`config.mk`:
```
export PLATFORM = sky130hd
export DESIGN_NAME = sprite_frame_sequencer
export DESIGN_NICKNAME = d
export VERILOG_FILES = /design/src/sv/sfs_pkg.sv /design/src/sv/sfs_place.sv /design/src/sv/sprite_frame_sequencer.sv
export SDC_FILE = /design/constraint.sdc
export NUM_CORES = 1
export LEC_CHECK = 0
export BUFFER_PORTS_ARGS = -buffer_cell sky130_fd_sc_hd__buf_4
export CORE_MARGIN = 2
export CORE_UTILIZATION = 37
export DETAILED_ROUTE_END_ITERATION = 10
export PLACE_DENSITY_LB_ADDON = 0.08
export SETUP_SLACK_MARGIN = 0.3
export SKIP_LAST_GASP = 1
export SLEW_MARGIN = 20
export SYNTH_ARGS = -nofsm -noshare
export SYNTH_HDL_FRONTEND = slang
export SYNTH_HIERARCHICAL = 1
export SYNTH_SLANG_ARGS = --single-unit
```
`constraint.sdc`:
```
create_clock -name clk -period 11.7 [get_ports clk]
set_clock_uncertainty 0.2 [all_clocks]
set_input_delay 1.17 -clock clk [delete_from_list [all_inputs] [get_ports clk]]
set_output_delay 1.17 -clock clk [all_outputs]
set_load 0.005 [all_outputs]
```
`src/sv/sfs_pkg.sv`:
```
`default_nettype none
package sfs_pkg;

	// Request codes on req_type
	typedef logic [1:0] req_t;
	localparam req_t REQ_TICK = 2'd0;
	localparam req_t REQ_PLAY = 2'd1;
	localparam req_t REQ_STOP = 2'd2;

	// Configuration register indexes
	typedef logic [2:0] cfg_idx_t;
	localparam cfg_idx_t CFG_CELL_COUNT    = 3'd0;
	localparam cfg_idx_t CFG_CELLS_PER_ROW = 3'd1;
	localparam cfg_idx_t CFG_CELL_WIDTH    = 3'd2;
	localparam cfg_idx_t CFG_CELL_HEIGHT   = 3'd3;
	localparam cfg_idx_t CFG_Y_OFFSET      = 3'd4;
	localparam cfg_idx_t CFG_CELL_PADDING  = 3'd5;
	localparam cfg_idx_t CFG_FRAME_PERIOD  = 3'd6;

	// Restoring divider: 9-bit dividend, one quotient bit per cycle
	localparam int DivSteps = 9;
	localparam int DivCntW  = $clog2(DivSteps);

	// Cell placement sequencer phases
	typedef enum logic [1:0] {
		SEQ_IDLE,
		SEQ_COL,
		SEQ_MOD,
		SEQ_NEXT
	} seq_state_t;

	// Placement results handed from the sequencer to the top level
	typedef struct packed {
		logic       done;
		logic [7:0] col;
		logic [7:0] row;
		logic [7:0] nxt_frame;
		logic [7:0] nxt_col;
		logic [7:0] nxt_row;
	} place_t;

	// One result item
	typedef struct packed {
		logic        playing;
		logic [7:0]  frame;
		logic [19:0] x;
		logic [19:0] y;
	} result_t;

endpackage
`default_nettype wire

```
`src/sv/sfs_place.sv`:
```
`default_nettype none
// Recomputes cell placement after a register write, using one shared
// restoring divider:
//   COL : frame / cpr            -> row, column of the current frame
//   MOD : (frame + 1) % eff      -> frame that follows an out-of-range frame
//   NEXT: that frame / cpr       -> its row and column
module sfs_place import sfs_pkg::*; (
	input  wire logic       clk,
	input  wire logic       arst_n,
	input  wire logic       start,
	input  wire logic [7:0] frame,
	input  wire logic [7:0] cpr,
	input  wire logic [7:0] eff,
	output logic            busy,
	output place_t          res
);

	seq_state_t          state_q, state_d;
	logic [DivCntW-1:0]  cnt_q;
	logic [8:0]          dvd_q;
	logic [7:0]          rem_q;
	logic [8:0]          quo_q;
	logic                done_q;
	logic [7:0]          col_q, row_q, nf_q, nc_q, nr_q;

	logic [7:0]          divisor;
	logic [8:0]          rem_sh;
	logic                ge;
	logic [7:0]          rem_nx;
	logic [8:0]          quo_nx;
	logic                last;

	// One divider step
	assign rem_sh = {rem_q, dvd_q[8]};
	assign ge     = rem_sh >= {1'b0, divisor};
	assign rem_nx = ge ? 8'(rem_sh - {1'b0, divisor}) : rem_sh[7:0];
	assign quo_nx = {quo_q[7:0], ge};
	assign last   = cnt_q == DivCntW'(DivSteps - 1);

	// Next state
	always_comb begin
		state_d = state_q;
		case (state_q)
			SEQ_IDLE: state_d = SEQ_IDLE;
			SEQ_COL:  if (last) state_d = SEQ_MOD;
			SEQ_MOD:  if (last) state_d = SEQ_NEXT;
			SEQ_NEXT: if (last) state_d = SEQ_IDLE;
			default:  state_d = SEQ_IDLE;
		endcase
		if (start)
			state_d = SEQ_COL;
	end

	// Outputs of the sequencer
	always_comb begin
		busy    = 1'b1;
		divisor = cpr;
		case (state_q)
			SEQ_IDLE: busy = 1'b0;
			SEQ_MOD:  divisor = eff;
			default:  divisor = cpr;
		endcase
	end

	always_ff @(posedge clk or negedge arst_n) begin
		if (!arst_n) begin
			state_q <= SEQ_IDLE;
			cnt_q   <= '0;
			done_q  <= 1'b0;
		end else begin
			state_q <= state_d;
			done_q  <= (state_q == SEQ_NEXT) && last && !start;
			if (start || last)
				cnt_q <= '0;
			else if (busy)
				cnt_q <= cnt_q + DivCntW'(1);
		end
	end

	// Divider datapath and stored results
	always_ff @(posedge clk) begin
		if (start) begin
			rem_q <= '0;
			dvd_q <= {1'b0, frame};
		end else if (busy) begin
			if (last) begin
				rem_q <= '0;
				case (state_q)
					SEQ_COL: begin
						col_q <= rem_nx;
						row_q <= quo_nx[7:0];
						dvd_q <= 9'(frame) + 9'd1;
					end
					SEQ_MOD: begin
						nf_q  <= rem_nx;
						dvd_q <= {1'b0, rem_nx};
					end
					SEQ_NEXT: begin
						nc_q <= rem_nx;
						nr_q <= quo_nx[7:0];
					end
					default: dvd_q <= dvd_q;
				endcase
			end else begin
				rem_q <= rem_nx;
				quo_q <= quo_nx;
				dvd_q <= {dvd_q[7:0], 1'b0};
			end
		end
	end

	assign res = '{done: done_q, col: col_q, row: row_q,
		nxt_frame: nf_q, nxt_col: nc_q, nxt_row: nr_q};

	a_cnt_range: assert property (@(posedge clk) disable iff (!arst_n)
		cnt_q <= DivCntW'(DivSteps - 1))
		else $error("divider step count out of range");

	a_rem_below: assert property (@(posedge clk) disable iff (!arst_n)
		busy |-> rem_q < divisor)
		else $error("partial remainder not below divisor");

	a_done_after_next: assert property (@(posedge clk) disable iff (!arst_n)
		done_q |-> $past(state_q == SEQ_NEXT) && state_q == SEQ_IDLE)
		else $error("placement done without a finished last phase");

endmodule
`default_nettype wire

```
`src/sv/sprite_frame_sequencer.sv`:
```
`default_nettype none
// Channel   Dir  Handshake                 Payload
// in        in   in_valid / in_ready       req_type, loop_mode
// out       out  out_valid / out_ready     is_playing, frame_number, cell_x, cell_y
// cfg       in   cfg_we (no wait)          cfg_index, cfg_data
//
// One item per cycle while in_ready is high: the state update and both coordinate
// multiplies are done in the accept cycle and the result is written to a two-entry
// output buffer. in_ready stays high while one result waits; it drops with both
// entries full. A register write starts a placement pass (three 9-step divisions
// in sfs_place) whose results load in the cycle after it ends; in_ready is low in
// the write cycle, during the pass and as results load. Reset needs no such pass.
// Reset restores register defaults and stops the animation at frame 0.
module sprite_frame_sequencer import sfs_pkg::*; #(
	parameter int MAX_CELLS = 255
) (
	input  wire logic        clk,
	input  wire logic        arst_n,
	input  wire logic        in_valid,
	output logic             in_ready,
	input  wire logic [1:0]  req_type,
	input  wire logic        loop_mode,
	output logic             out_valid,
	input  wire logic        out_ready,
	output logic             is_playing,
	output logic [7:0]       frame_number,
	output logic [19:0]      cell_x,
	output logic [19:0]      cell_y,
	input  wire logic        cfg_we,
	input  wire logic [2:0]  cfg_index,
	input  wire logic [15:0] cfg_data
);

	localparam logic [7:0] MaxCnt = 8'(MAX_CELLS);

	// Configuration registers
	logic [7:0]  cell_count_q, cells_per_row_q, cell_padding_q;
	logic [11:0] cell_width_q, cell_height_q, y_offset_q;
	logic [15:0] frame_period_q;

	// Animation state
	logic        running_q, looping_q;
	logic [16:0] elapsed_q;
	logic [7:0]  frame_q, col_q, row_q;

	logic        running_d, looping_d;
	logic [16:0] elapsed_d;
	logic [7:0]  frame_d, col_d, row_d;

	logic [7:0]  eff, cpr_eff;
	logic        stale, busy, accept;
	place_t      place;

	// Output buffer
	result_t     buf_q [2];
	logic        wr_ptr_q, rd_ptr_q;
	logic [1:0]  fifo_cnt_q;
	logic        pop;
	result_t     res_d;

	always_ff @(posedge clk or negedge arst_n) begin
		if (!arst_n) begin
			cell_count_q    <= 8'd1;
			cells_per_row_q <= 8'd1;
			cell_width_q    <= 12'd16;
			cell_height_q   <= 12'd16;
			y_offset_q      <= 12'd0;
			cell_padding_q  <= 8'd0;
			frame_period_q  <= 16'd100;
		end else if (cfg_we) begin
			case (cfg_idx_t'(cfg_index))
				CFG_CELL_COUNT:    cell_count_q    <= cfg_data[7:0];
				CFG_CELLS_PER_ROW: cells_per_row_q <= cfg_data[7:0];
				CFG_CELL_WIDTH:    cell_width_q    <= cfg_data[11:0];
				CFG_CELL_HEIGHT:   cell_height_q   <= cfg_data[11:0];
				CFG_Y_OFFSET:      y_offset_q      <= cfg_data[11:0];
				CFG_CELL_PADDING:  cell_padding_q  <= cfg_data[7:0];
				CFG_FRAME_PERIOD:  frame_period_q  <= cfg_data;
				default:           cell_count_q    <= cell_count_q;
			endcase
		end
	end

	// Effective counts: zero acts as one, cell count clamps at the maximum
	assign eff = (cell_count_q == 8'd0) ? 8'd1 :
		(cell_count_q > MaxCnt) ? MaxCnt : cell_count_q;
	assign cpr_eff = (cells_per_row_q == 8'd0) ? 8'd1 : cells_per_row_q;
	// Frame left beyond the count by a register change
	assign stale = frame_q >= eff;

	sfs_place u_place (
		.clk    (clk),
		.arst_n (arst_n),
		.start  (cfg_we),
		.frame  (frame_q),
		.cpr    (cpr_eff),
		.eff    (eff),
		.busy   (busy),
		.res    (place)
	);

	// Hold off in a write cycle, while placement runs or its results load, and with a full buffer
	assign in_ready = !busy && !place.done && !cfg_we && (fifo_cnt_q != 2'd2);
	assign accept   = in_valid && in_ready;
	assign pop      = out_valid && out_ready;

	// Next animation state for the item being taken
	always_comb begin
		logic [16:0] inc;
		logic        wrap;
		logic [7:0]  nf, nc, nr;
		running_d = running_q;
		looping_d = looping_q;
		elapsed_d = elapsed_q;
		frame_d   = frame_q;
		col_d     = col_q;
		row_d     = row_q;
		inc  = (elapsed_q == '1) ? elapsed_q : elapsed_q + 17'd1;
		wrap = stale ? (place.nxt_frame == 8'd0) : (9'(frame_q) + 9'd1 == 9'(eff));
		if (stale) begin
			nf = place.nxt_frame;
			nc = place.nxt_col;
			nr = place.nxt_row;
		end else if (wrap) begin
			nf = 8'd0;
			nc = 8'd0;
			nr = 8'd0;
		end else if (col_q + 8'd1 == cpr_eff) begin
			nf = frame_q + 8'd1;
			nc = 8'd0;
			nr = row_q + 8'd1;
		end else begin
			nf = frame_q + 8'd1;
			nc = col_q + 8'd1;
			nr = row_q;
		end
		case (req_t'(req_type))
			REQ_PLAY: begin
				if (!running_q) begin
					looping_d = loop_mode;
					elapsed_d = '0;
					frame_d   = '0;
					col_d     = '0;
					row_d     = '0;
					running_d = 1'b1;
				end
			end
			REQ_STOP: running_d = 1'b0;
			REQ_TICK: begin
				if (running_q) begin
					if (inc > {1'b0, frame_period_q}) begin
						elapsed_d = '0;
						if (wrap && !looping_q) begin
							running_d = 1'b0;
						end else begin
							frame_d = nf;
							col_d   = nc;
							row_d   = nr;
						end
					end else begin
						elapsed_d = inc;
					end
				end
			end
			default: running_d = running_q;
		endcase
	end

	// Coordinates of the cell after the update
	always_comb begin
		logic [19:0] pad;
		pad = (frame_d != 8'd0) ? 20'(cell_padding_q) : 20'd0;
		res_d.playing = running_d;
		res_d.frame   = frame_d;
		res_d.x       = 20'(20'(col_d) * 20'(cell_width_q)) + pad;
		res_d.y       = 20'(y_offset_q) + 20'(20'(row_d) * 20'(cell_height_q));
	end

	always_ff @(posedge clk or negedge arst_n) begin
		if (!arst_n) begin
			running_q <= 1'b0;
			looping_q <= 1'b0;
			elapsed_q <= '0;
			frame_q   <= '0;
			col_q     <= '0;
			row_q     <= '0;
		end else if (accept) begin
			running_q <= running_d;
			looping_q <= looping_d;
			elapsed_q <= elapsed_d;
			frame_q   <= frame_d;
			col_q     <= col_d;
			row_q     <= row_d;
		end else if (place.done) begin
			col_q <= place.col;
			row_q <= place.row;
		end
	end

	// Output buffer control
	always_ff @(posedge clk or negedge arst_n) begin
		if (!arst_n) begin
			wr_ptr_q   <= 1'b0;
			rd_ptr_q   <= 1'b0;
			fifo_cnt_q <= 2'd0;
		end else begin
			if (accept)
				wr_ptr_q <= !wr_ptr_q;
			if (pop)
				rd_ptr_q <= !rd_ptr_q;
			fifo_cnt_q <= fifo_cnt_q + 2'(accept) - 2'(pop);
		end
	end

	always_ff @(posedge clk) begin
		if (accept)
			buf_q[wr_ptr_q] <= res_d;
	end

	assign out_valid    = fifo_cnt_q != 2'd0;
	assign is_playing   = buf_q[rd_ptr_q].playing;
	assign frame_number = buf_q[rd_ptr_q].frame;
	assign cell_x       = buf_q[rd_ptr_q].x;
	assign cell_y       = buf_q[rd_ptr_q].y;

	a_fifo_bound: assert property (@(posedge clk) disable iff (!arst_n)
		fifo_cnt_q <= 2'd2)
		else $error("output buffer overfilled");

	a_no_take_busy: assert property (@(posedge clk) disable iff (!arst_n)
		accept |-> !busy && !place.done)
		else $error("item taken during placement pass");

	a_result_follows: assert property (@(posedge clk) disable iff (!arst_n)
		accept |=> out_valid)
		else $error("no result after a transfer in");

	a_col_in_row: assert property (@(posedge clk) disable iff (!arst_n)
		!busy && !place.done |-> col_q < cpr_eff)
		else $error("column index outside its row");

endmodule
`default_nettype wire
```
==> results by group <==
Clocking
  • Worst skew pair latency: roughly 0.56 ns
  • Clk sink count: 292
  • Inserted Clock Buffers: 36
  • Cts repair resizes: 0
  • Post-CTS Hold Buffers: 0
  • Max H-tree Level: 2
  • CTS max path bufs: 3
  • Clock Pin Slew Worst Setup and Hold Paths: around 0.06 ns
  • CTS root buffer: clkbuf_16
  • CTS tree: built
  • Post CTS Setup Buffer Count: 0

Finish
  • Nets: around 2.3k
  • # diodes: 0
  • Sequential Area: 8040 sq um
  • Multi-input gate area: approximately 12000 sq um
  • Util after Layout: 42.0%
  • Non-Filler Instances: 2803
  • Synth-to-Final Area Change: 12.7%
  • Share of post-route cells with drive strength above 1: 15.9%
  • Filler instances: 5543

Floorplan
  • Io pins: slightly below 80
  • Die outline area: 58500 sq um
  • Core Area: 56200 sq um
  • Initial Utilization: 37.3%
  • Std cell rows: 87
  • Chip Width: 242 um
  • Die span in y: 242 um

Synth
  • Number of synthesized flops with an enable pin: 153
  • Post-synth ARST share: between 40 and 50%
  • YS warnings: 6
  • Syn Area/Cell: 10.7 sq um
  • Mapped Nets: 2256
  • Synth Register Bits: 292
  • Synth cell types: 89
  • Syn Inst Count: about 2.0k
  • Most common flop cell mapped by yosys: edfxtp_1
  • Mapped cell area: 21000 sq um
  • Sequential area share after synthesis: 38.4%

STA
  • Worst-Margin Slew: just over 1 ns
  • Count of pins over their slew limit: 0
  • Setup TNS: 0 ns
  • Final min period: 9.95 ns
  • Normalized max-slew margin: 30.5%
  • Fin crit share: 85.1%
  • Highest Clock Rate: 0.100 GHz
  • Hold_ws: ~0.26 ns
  • Final number of setup-violating endpoints: 0
  • RSZ-0062 raised after global routing: no
  • Final hold vios: 0

Power and ir drop
  • PD cells: 340 nW/um^2
  • Pleak: 0.0103 uW
  • Max VDD drop: 261 uV

Run
  • Max_cap viols: 0

Detailed routing
  • Routed wire length: between 50000 and 60000 um
  • Routed wire length per instance: about 19 um
  • Initial DRC Count: 797
  • Remaining DRCs: 0
  • Detailed Routing Iterations Pass 1: 5
  • Antenna Nets Post-Route: 0
  • Routed vias: 14.4k
  • DR vias/cell: approximately 5

Placed design
  • RePlAce Congestion: between 0.8 and 0.9
  • Hpwl dp: 38800 um
  • Dpl cells: 2736
  • I/O Buffers: 77

Hold path
  • Worst Hold Depth: 0
  • HP Class: flop to flop

Setup path
  • CP Max Fanout: 10
  • Worst Setup Start Kind: flop
  • Crit path kind: flop to flop
  • CP Capture Type: flop
  • CP bufs+invs: 3
  • Critical Path RT: 11.78 ns
  • FF-to-FF path depth: 33
  • Cell mode on critical path: fa_1
  • Crit path DAT: 10.04 ns
  • Critical-path top delay cell: a221oi_1
  • WP depth: 33
  • Worst path max stage delay: 0.71 ns
  • Crit-path leading delay family: compound AO/OA/AOI/OAI gates

Global routing
  • Initial antenna violation count: 2
  • Gr usage total: 18.4%
  • Largest net degree at the start of global routing: 75
  • Overflow after GRT: 0
  • First-pass GRT wire length: 84600 um
  • Vias in the first global route: 14.7k

Status
  • Status: finished, final reports clean
==> per-stage QoR <==
stage          instance area [sq um]  worst slack, ns  total power [uW]
3_5_place_dp                   22400             1.69              6910
6_report                       23600             1.75              8030
2_1_floorplan                  21000             3.18              5720
3_3_place_gp                   22400             1.83              6850
4_1_cts                        23600             1.69              8140
5_1_grt                        23600            0.920              8910
==> cells in the mapped netlist (all sizes together) (14+ instances only) <==
cell type	n	area, sq um
xor2	22	193
nand2b	15	93.8
nand2	168	633
nor2b	20	125
edfxtp	153	4590
o21ai	85	429
mux2i	24	244
dfrtp	123	3080
a21oi	48	240
inv	262	983
fa	141	2820
xnor2	54	473
and3	17	108
a21o	22	168
clkbuf	52	195
nor2	62	233
nor3	21	116
buf	34	168
and2	131	820
ha	129	1610
mux2	119	1340
nand3	34	183
o31ai	14	110
==> flip-flops by register name, summed over array words and instances, names as in the netlist, 9 cells and up <==
name,flops
elapsed_q,17
y_offset_q,12
cell_height_q,12
cell_width_q,12
u_place/dvd_q,9
frame_period_q,16
buf_q,98
==> final cells by class <==
| cell class | count | area share (%) |
|---|---|---|
| Clock buffer | 51 | 4.31 |
| Clock inverter | 15 | 0.832 |
| Inverter | 263 | 4.18 |
| Multi-Input combinational cell | 1318 | 49.2 |
| Sequential cell | 292 | 34.0 |
| Tap cell | 756 | 4.01 |
| Timing Repair Buffer | 108 | 3.45 |
==> cell families after synthesis <==
kind of cell,after synthesis,share of synthesized area (%)
flops,292,38.4
compound gates,302,9.95
simple gates,524,13.0
buf+inv,349,6.44
fa+ha+maj,270,21.2
mux,143,7.56
xor+xnor,79,3.51
==> path summary, 6_finish.rpt <==
| path | startpoint | end | slack [ns] |
|---|---|---|---|
| max | elapsed_q[8] | buf_q[1][39] | 1.75 |
| min | u_place/quo_q[6] | u_place/nr_q[7] | 0.26 |
| max reg2reg | elapsed_q[8] | buf_q[1][39] | 1.75 |
| min reg2reg | u_place/quo_q[6] | u_place/nr_q[7] | 0.26 |
| max in group asynchronous | arst_n | frame_period_q[4] | 9.50 |
| min in group asynchronous | arst_n | cell_padding_q[6] | 0.40 |
==> layout by cell type (no fill, tap or decap), types with 12 or more instances in the layout <==
cell	netlist	layout
nand4_1	13	13
fa_1	141	141
clkbuf_16	0	37
o31ai_1	13	12
inv_1	262	262
and2_1	131	131
edfxtp_1	153	153
and3_1	16	16
xnor2_1	54	54
dfrtp_1	123	122
a21oi_1	48	48
buf_4	3	106
nor3_1	20	19
nand2b_1	15	15
nor2b_1	20	20
a21o_1	20	20
mux2i_1	23	23
ha_1	129	129
nand3_1	33	33
nand2_1	167	167
xor2_1	22	22
o21ai_0	79	79
nor2_1	62	60
mux2_2	119	119
==> power breakdown <==
part,leakage [uW],internal [uW],total (uW),switching (uW)
clock network,0.000595,700,1160,458
logic,0.00664,2120,4930,2810
registers,0.00309,1760,1940,177
==> per-layer routing <==
| layer | track usage (%) | up-vias | wire length, um |
|---|---|---|---|
| li1 | - | 6809 | - |
| met1 | 26.2 | 7172 | 25200 |
| met2 | 28.8 | 313 | 23500 |
| met3 | 3.06 | 74 | 2410 |
| met4 | 5.63 | 0 | 1480 |
| met5 | 0 | - | 0 |
No activity file was read; power rests on OpenSTA's default activity.
